--- config.mk ---
export PLATFORM = sky130hd
export DESIGN_NAME = crc32_record_verify_core
export DESIGN_NICKNAME = d
export VERILOG_FILES = /design/src/rtl/core/crc32rv_pkg.sv /design/src/rtl/core/crc32_record_verify_core.sv
export VERILOG_INCLUDE_DIRS = /design/src /design/src/rtl/core
export SDC_FILE = /design/constraint.sdc
export NUM_CORES = 1
export LEC_CHECK = 0
export BUFFER_PORTS_ARGS = -buffer_cell sky130_fd_sc_hd__buf_2
export CELL_PAD_IN_SITES_DETAIL_PLACEMENT = 2
export CELL_PAD_IN_SITES_GLOBAL_PLACEMENT = 2
export CORE_ASPECT_RATIO = 1.75
export CORE_UTILIZATION = 43
export CTS_CLUSTER_SIZE = 25
export DETAILED_ROUTE_END_ITERATION = 10
export PLACE_DENSITY = 0.84
export SLEW_MARGIN = 20
export SYNTH_ARGS = -nofsm -noshare
export SYNTH_HDL_FRONTEND = slang
export SYNTH_SLANG_ARGS = --single-unit
export TNS_END_PERCENT = 100
--- constraint.sdc ---
create_clock -name clk -period 10.5 [get_ports clk]
set_clock_uncertainty 0.2 [all_clocks]
set_input_delay 3.15 -clock clk [delete_from_list [all_inputs] [get_ports clk]]
set_output_delay 3.15 -clock clk [all_outputs]
set_load 0.05 [all_outputs]
--- src/rtl/core/assert_macros.svh ---
// Assertion macros used by the record verifier core.
`ifndef ASSERT_MACROS_SVH
`define ASSERT_MACROS_SVH

// Check a property on every rising edge, except while reset is high.
`define ASSERT_CLK(lbl, clk_sig, rst_sig, prop, msg) \
  lbl: assert property (@(posedge clk_sig) disable iff (rst_sig) prop) \
    else $error(msg);

// Check that a condition never holds, except while reset is high.
`define ASSERT_NEVER(lbl, clk_sig, rst_sig, cond, msg) \
  lbl: assert property (@(posedge clk_sig) disable iff (rst_sig) !(cond)) \
    else $error(msg);

`endif

--- src/rtl/core/crc32rv_pkg.sv ---
// Constants, register indexes and the byte-wide CRC update for the record verifier.
package crc32rv_pkg;

  localparam logic [31:0] CRC_POLY        = 32'hEDB8_8320;
  localparam logic [31:0] CRC_XOROUT      = 32'hFFFF_FFFF;
  localparam logic [31:0] CRC_START_RESET = 32'h5555_5555;

  localparam int unsigned TAIL_DEPTH = 4;
  localparam logic [2:0]  TAIL_FULL  = 3'd4;

  typedef enum logic [1:0] {
    CFG_RECORD_MODE   = 2'd0,
    CFG_REPAIR_ENABLE = 2'd1,
    CFG_CRC_START     = 2'd2
  } cfg_index_t;

  typedef logic [7:0] byte_t;

  // Reflected CRC-32, one byte, LSB first.
  function automatic logic [31:0] crc_byte(input logic [31:0] crc_in, input byte_t b);
    logic [31:0] c;
    c = crc_in ^ {24'd0, b};
    for (int k = 0; k < 8; k++) begin
      if (c[0]) begin
        c = (c >> 1) ^ CRC_POLY;
      end else begin
        c = c >> 1;
      end
    end
    return c;
  endfunction

endpackage

--- src/rtl/core/crc32_record_verify_core.sv ---
// Record CRC-32 verifier: byte update, stored-CRC delay line, compare and result register.
// out_valid rises in the cycle after the request carrying last is taken.
// Throughput: one byte per cycle while in_ready is high; the single byte-wide CRC update sets the pace.
// A new request is taken while a result waits, provided it is being taken this cycle.
// Reset (rst, synchronous): record_mode 1, repair_enable 0, crc_start 0x55555555,
// delay line empty, CRC unseeded, no result pending.
`include "assert_macros.svh"

module crc32_record_verify_core (
  input  logic        clk,
  input  logic        rst,
  // configuration
  input  logic        cfg_write,
  input  logic [1:0]  cfg_index,
  input  logic [31:0] cfg_data,
  // byte stream
  input  logic        in_valid,
  output logic        in_ready,
  input  logic [7:0]  data_byte,
  input  logic        last,
  // results
  output logic        out_valid,
  input  logic        out_ready,
  output logic [31:0] crc_value,
  output logic        crc_match,
  output logic        write_back,
  output logic        too_short
);

  logic        record_mode;
  logic        repair_enable;
  logic [31:0] crc_start;

  logic [31:0] crc_register;
  logic        seeded;
  crc32rv_pkg::byte_t tail_bytes [crc32rv_pkg::TAIL_DEPTH];
  logic [2:0]  tail_fill;

  logic        in_fire;
  logic        do_cover;
  crc32rv_pkg::byte_t cover_byte;
  logic [31:0] crc_base;
  logic [31:0] crc_updated;
  logic [31:0] crc_final;
  logic [2:0]  tail_fill_next;
  logic [31:0] stored_crc;
  logic        short_rec;
  logic        crc_equal;
  logic        out_valid_next;

  // configuration registers
  always_ff @(posedge clk) begin
    if (rst) begin
      record_mode   <= 1'b1;
      repair_enable <= 1'b0;
      crc_start     <= crc32rv_pkg::CRC_START_RESET;
    end else if (cfg_write) begin
      unique case (cfg_index)
        crc32rv_pkg::CFG_RECORD_MODE:   record_mode   <= cfg_data[0];
        crc32rv_pkg::CFG_REPAIR_ENABLE: repair_enable <= cfg_data[0];
        crc32rv_pkg::CFG_CRC_START:     crc_start     <= cfg_data;
        default: ;
      endcase
    end
  end

  assign in_ready = !out_valid || out_ready;
  assign in_fire  = in_valid && in_ready;

  always_comb begin
    // in record mode the oldest held byte enters the CRC once four are held
    do_cover   = record_mode ? (tail_fill == crc32rv_pkg::TAIL_FULL) : 1'b1;
    cover_byte = record_mode ? tail_bytes[0] : data_byte;
    crc_base   = seeded ? crc_register : crc_start;
    crc_updated = crc32rv_pkg::crc_byte(crc_base, cover_byte);
    crc_final  = (do_cover ? crc_updated : crc_base) ^ crc32rv_pkg::CRC_XOROUT;

    if (record_mode) begin
      tail_fill_next = (tail_fill == crc32rv_pkg::TAIL_FULL) ? crc32rv_pkg::TAIL_FULL
                                                           : tail_fill + 3'd1;
    end else begin
      tail_fill_next = tail_fill;
    end

    // stored CRC after the shift, least significant byte oldest
    stored_crc = {data_byte, tail_bytes[3], tail_bytes[2], tail_bytes[1]};
    short_rec  = record_mode && (tail_fill_next != crc32rv_pkg::TAIL_FULL);
    crc_equal  = (stored_crc == crc_final);
  end

  // CRC and delay line state
  always_ff @(posedge clk) begin
    if (rst) begin
      seeded    <= 1'b0;
      tail_fill <= 3'd0;
    end else if (in_fire) begin
      if (last) begin
        seeded    <= 1'b0;
        tail_fill <= 3'd0;
      end else begin
        seeded    <= seeded || do_cover;
        tail_fill <= tail_fill_next;
      end
    end
  end

  always_ff @(posedge clk) begin
    if (in_fire) begin
      if (do_cover) begin
        crc_register <= crc_updated;
      end
      if (record_mode) begin
        tail_bytes[0] <= tail_bytes[1];
        tail_bytes[1] <= tail_bytes[2];
        tail_bytes[2] <= tail_bytes[3];
        tail_bytes[3] <= data_byte;
      end
    end
  end

  // result register
  always_comb begin
    priority if (in_fire && last) begin
      out_valid_next = 1'b1;
    end else if (out_ready) begin
      out_valid_next = 1'b0;
    end else begin
      out_valid_next = out_valid;
    end
  end

  always_ff @(posedge clk) begin
    if (rst) begin
      out_valid <= 1'b0;
    end else begin
      out_valid <= out_valid_next;
    end
  end

  always_ff @(posedge clk) begin
    if (in_fire && last) begin
      too_short <= short_rec;
      if (!record_mode) begin
        crc_value  <= crc_final;
        crc_match  <= 1'b1;
        write_back <= 1'b0;
      end else if (short_rec) begin
        // nothing to compare; bytes covered earlier in plain mode still count
        crc_value  <= crc_final;
        crc_match  <= 1'b0;
        write_back <= 1'b0;
      end else begin
        crc_value  <= crc_final;
        crc_match  <= crc_equal;
        write_back <= !crc_equal && repair_enable;
      end
    end
  end

  `ASSERT_CLK(a_fill_bound, clk, rst, tail_fill <= crc32rv_pkg::TAIL_FULL, "tail_fill beyond four")
  `ASSERT_CLK(a_last_gives_result, clk, rst, in_fire && last |=> out_valid, "last without result")
  `ASSERT_CLK(a_end_clears, clk, rst, in_fire && last |=> tail_fill == 3'd0 && !seeded, "not cleared")
  `ASSERT_NEVER(a_short_flags, clk, rst, out_valid && too_short && (crc_match || write_back), "short")

endmodule
# ---- Yosys cells after proc, flatten, opt, wreduce, memory -nomap -nowiden
# Memories as Yosys holds them, arrays and structs flattened.
# Cells that the tools add are included.
dict set report totals {
  register_bits 106
  ram_bits 32
  out_inout_bits 37
  elab_cells 66
  n_memories 1
}
# name words word_bits read_ports rd_clocked_by_memory_dff write_ports line_no
set memory_table {}
lappend memory_table {tail_bytes 4 8 4 0 4 crc32_record_verify_core.sv:36} ;# crc32rv_pkg::byte_t tail_bytes [crc32rv_pkg::TAIL_DEPTH];
dict set report op_classes {
  addsub 1
  n_eq_ne 5
  n_mux 22
  n_bitwise 11
  reduce_logical 15
}
# op n
set op_table {}
lappend op_table {{two-way mux 32 bit} 10}
lappend op_table {{NOT 13 -> 14 bit} 8}
lappend op_table {{== test 32 bit} 1}
lappend op_table {{NOT 32 bit} 1}
lappend op_table {{XOR 32 x 8 -> 32 bit} 1}
lappend op_table {{two-way mux 3 bit} 3}
lappend op_table {{two-way mux 1 bit} 8}
lappend op_table {{two-way mux 8 bit} 1}
lappend op_table {{AND reduction 2 bit} 4}
lappend op_table {{logical AND 1 bit} 4}
lappend op_table {{adder 3 x 1 -> 3 bit (second input constant)} 1}
lappend op_table {{== test 3 bit (second input constant)} 1}
lappend op_table {{inequality test 3 bit (second input constant)} 1}
lappend op_table {{== test 2 x 1 -> 1 bit (second input constant)} 1}
lappend op_table {{== test 2 bit (second input constant)} 1}
lappend op_table {{zero test 1 bit} 2}
lappend op_table {{zero test 2 bit} 1}
lappend op_table {{logical OR 1 bit} 2}
lappend op_table {{nonzero test 2 bit} 1}
lappend op_table {{OR reduction 2 bit} 1}
lappend op_table {{NOT 1 bit} 1}

# ---- Longest topological paths before layout
dict set report depth {
  ltp_word 23
  depth_mapped 13
  depth_no_buf 11
}

# ---- Worst setup path after synthesis
# Ideal clock, no wire load.
dict set report synth_path {
  kind {input -> output}
  startpoint {in out_ready}
  endpoint {out in_ready}
  arrival_ps 3609
  setup_slack_ps 3541
  stages 1
  path_cell_list {nand2b_1}
}
dict set report synth_via {
  elab_chain_len 1
}
# element line_no
set synth_lines {}
lappend synth_lines {{start, declared} crc32_record_verify_core.sv:23} ;# input logic out_ready,
lappend synth_lines {{logical OR 1 bit} crc32_record_verify_core.sv:67} ;# assign in_ready = !out_valid || out_ready;
lappend synth_lines {{end, declared} crc32_record_verify_core.sv:18} ;# output logic in_ready,
# Every way passes these cells.

# ---- Worst setup path after layout
# Ends and elaborated chain as after synthesis.

==> out/results.txt <==
CP Cell Sequence - buf_2 > nand2b_1 > buf_2
RSZ-0062 raised after global routing - no
Setup TNS - 0 ns
Worst Path Required - 7.15 ns
GPL Wtd Cong - 0.896
Most common cell on crit path - buf_2
Worst Hold Class - flip-flop to flip-flop
Biggest area consumer among synthesized cells - edfxtp_1
Pre-Repair DR Iteration Count - 4
Ant diodes - 0
Critical path's largest stage delay - 0.29 ns
Syn nets - 629
P&R area growth vs syn - 16.8%
Die height - 171 microns
DR iter-0 viols - 153
Hold buffers post-CTS - 0
Fill cell total of the finished layout - 1577
Fmax - 142 MHz
Die width - 98.6 microns
CP top delay family - buffers and inverters
Share of post-route cells with drive strength above 1 - 21.8%
Synth Flop Type - edfxtp_1
Hold Vio Cnt, Final - 0
Starting Density - 44.0%
Sequential power share - 38.0%
Mux cell area share after synthesis - 6.54%
Routed wire length - 22600 microns
Drt wl/cell - 26.1 microns
Post-Syn Area per Cell - 12.1 sq um
Arr. time, crit path - 3.67 ns
Sequential share of the synthesized area - 53.5%
Post-cts resize count - 0
Met2 WL - 12500 microns
Clk root buf - clkbuf_16
Initial antenna violation count - 0
DR vias/cell - 5.62
Max-Cap Viols - 0
Post-detail-place hpwl - 15800 microns
Sink Count - 138
TritonCTS Buffers - 17
Post-synth EDFFs - 99
Sequential Area - 0.00375 sq mm
Die area - 0.0169 sq mm
Peak supply drop - 0.000115 V
Post-CTS Setup Inserts - 0
Synth Register Bits - 138
Synth cell types - 54
Area taken by multi-input logic gates - 0.00309 sq mm
Min Tclk post-route - 7.02 ns
Vias in the first global route - 5472
Pwr Total - 0.00173 W
Post-synth top area share - 42.4%
Critical path class - input port to output port
Grt ovf - 0
First-pass GRT wire length - 33900 microns
Final Net Count - 715
# rows - 61
Post-Synth Adder-Cell Area - 0.357%
Worst setup EP type - output port
Top sig layer - met4
CTS tree - done
Main area contributors after synthesis - edfxtp_1 42%, dfxtp_1 11%, xnor2_1 7.0%, nand2_1 5.8%, xnor3_1 5.5%
IO Pins - 85
Slew Limit Fails - 0
Worst slew pin tran - 0.904 ns
P_leak - 3.21 nW
Core footprint - 0.0160 sq mm
Xor/xnor share of the synthesized area - 19.1%
Switching share of power - 31.9%
Largest net degree at the start of global routing - 56
Crit Path Max Fanout - 5
Synthesized area - 0.00702 sq mm
Min Hold Slack - 0.264 ns
Simple-gate area share of the yosys netlist - 10.9%
Clk buf depth - 2
Status - completed
Largest family of logic cells by synthesized area - XOR/XNOR gates
Clock transition at path regs - 0.06 ns
WP buf/inv - 2
Internal cell power - 0.00118 W
Psw - 0.000552 W
Antenna viol nets, final - 0
Ys Warns - 0
Power share of the combinational group - 26.9%
Post-Syn Instances - 579
WL met1 - 8160 microns
Met3 Wirelength - 587 microns
GRT Util Overall - 28.5%
Worst slew margin - 39.7%
CP Launch Type - input port
Number of buffers added on ports - 84
H-Tree Depth - 4
Routed via count - 4876
Final worst path period share - 66.9%
Ys async rst share - 0%
Compound-Gate Fraction of Synth Area - 7.02%
Clk network pwr share - 35.1%
Clk_lat worst skew - 0.44 ns
Crit-path slowest cell - buf_2
Final Setup Violations - 0
Power Density - 211 mW/mm^2
DRC viols - 0
## stage by stage
| stage | std cells | setup WS, ns | instance area (sq um) | util, % |
|---|---|---|---|---|
| final | 867 | 3.48 | 8200 | 51.4 |
| after detailed placement | 835 | 3.47 | 7620 | 47.8 |
| after CTS | 867 | 3.47 | 8200 | 51.4 |
| after floorplan | 579 | 3.54 | 7020 | - |
| after global placement | 835 | 3.50 | 7620 | 47.8 |
| after global routing | 867 | 3.44 | 8200 | 51.4 |
## registers in the layout, summed over array words and instances (netlist names), 3 cells and up
name          count
crc_register     32
crc_start        32
crc_value        32
tail_bytes       32
tail_fill         3
## power by group through the flow
stage | registers, W | clock network (W) | logic (W)
finish | 0.000658 | 0.000608 | 0.000466
global route | 0.000660 | 0.000640 | 0.000492
CTS | 0.000658 | 0.000619 | 0.000468
detailed placement | 0.000669 | 0 | 0.000454
global placement | 0.000666 | 0 | 0.000439
floorplan | 0.000688 | 0 | 0.000300
## synthesized netlist by cell type (all sizes together) (5+ instances only)
cell type / count
dfxtp: 39
inv: 14
buf: 5
nor2b: 5
xnor2: 65
edfxtp: 99
xor2: 22
a21oi: 23
clkbuf: 21
xnor3: 19
nor2: 11
nor3: 5
nand3b: 18
nand2: 109
o21ai: 36
mux2i: 40
## cell type report
type | count | area share [%]
Timing Repair Buffer | 93 | 5.95
Sequential cell | 138 | 45.8
Multi-Input combinational cell | 401 | 37.7
Clock inverter | 11 | 1.30
Clock buffer | 21 | 5.75
Inverter | 14 | 0.641
Tap cell | 189 | 2.88
## final timing paths
| kind | from | end | slack [ns] | cells past startpoint |
|---|---|---|---|---|
| worst max register to register | seeded$_SDFFE_PP0P_ | write_back$_SDFFCE_PP0P_ | 5.28 | 10 |
| worst min register to register | crc_start[16]$_SDFFE_PP1P_ | crc_start[16]$_SDFFE_PP1P_ | 0.26 | 2 |
| worst max-delay path | out_ready | in_ready | 3.48 | 3 |
| worst min-delay path | crc_start[16]$_SDFFE_PP1P_ | crc_start[16]$_SDFFE_PP1P_ | 0.26 | 2 |
## logic make-up after synthesis
| family | after synthesis |
|---|---|
| DFF | 138 |
| adders and majority gates | 2 |
| xor gates and xnor gates | 107 |
| muxes | 42 |
| and+or+nand+nor | 167 |
| buffers and inverters | 40 |
| AOI/OAI and AO/OA | 83 |
## cells in the final DEF (no fill, tap or decap), types with 3 or more instances in the layout
master and n:
nand3_1 3, mux2i_2 3, buf_4 9, nor2b_1 5, inv_1 13, xnor3_1 17, nor2_1 10, o211ai_1 3
inv_6 4, dfxtp_1 38, nand2b_1 3, edfxtp_1 99, nand3b_1 18, xnor2_1 56, nor3_1 5, buf_2 84
clkbuf_16 18, a2111oi_0 3, inv_4 3, nand4_1 3, xnor2_2 6, a21oi_1 23, nand2_1 109, o22ai_1 3
o21ai_0 34, xnor2_4 3, xor2_1 20, mux2i_1 35
## layer usage
metal  vias up  track usage [%]
met1      2451             29.3
met5         -                0
met2       142             53.4
li1       2216                -
met3        67             3.96
met4         0             18.9
## worst reg2reg max path, cell delays in order (launching register included)
cell,delay (ns)
dfxtp_2,0.69
buf_4,0.47
mux2i_1,0.67
xnor2_2,0.37
xnor2_1,0.77
xnor3_1,0.52
xnor2_1,0.17
o21ai_0,0.18
nand2_1,0.09
or4_1,0.58
o2111a_1,0.28
(Power assumes the default switching activity.)
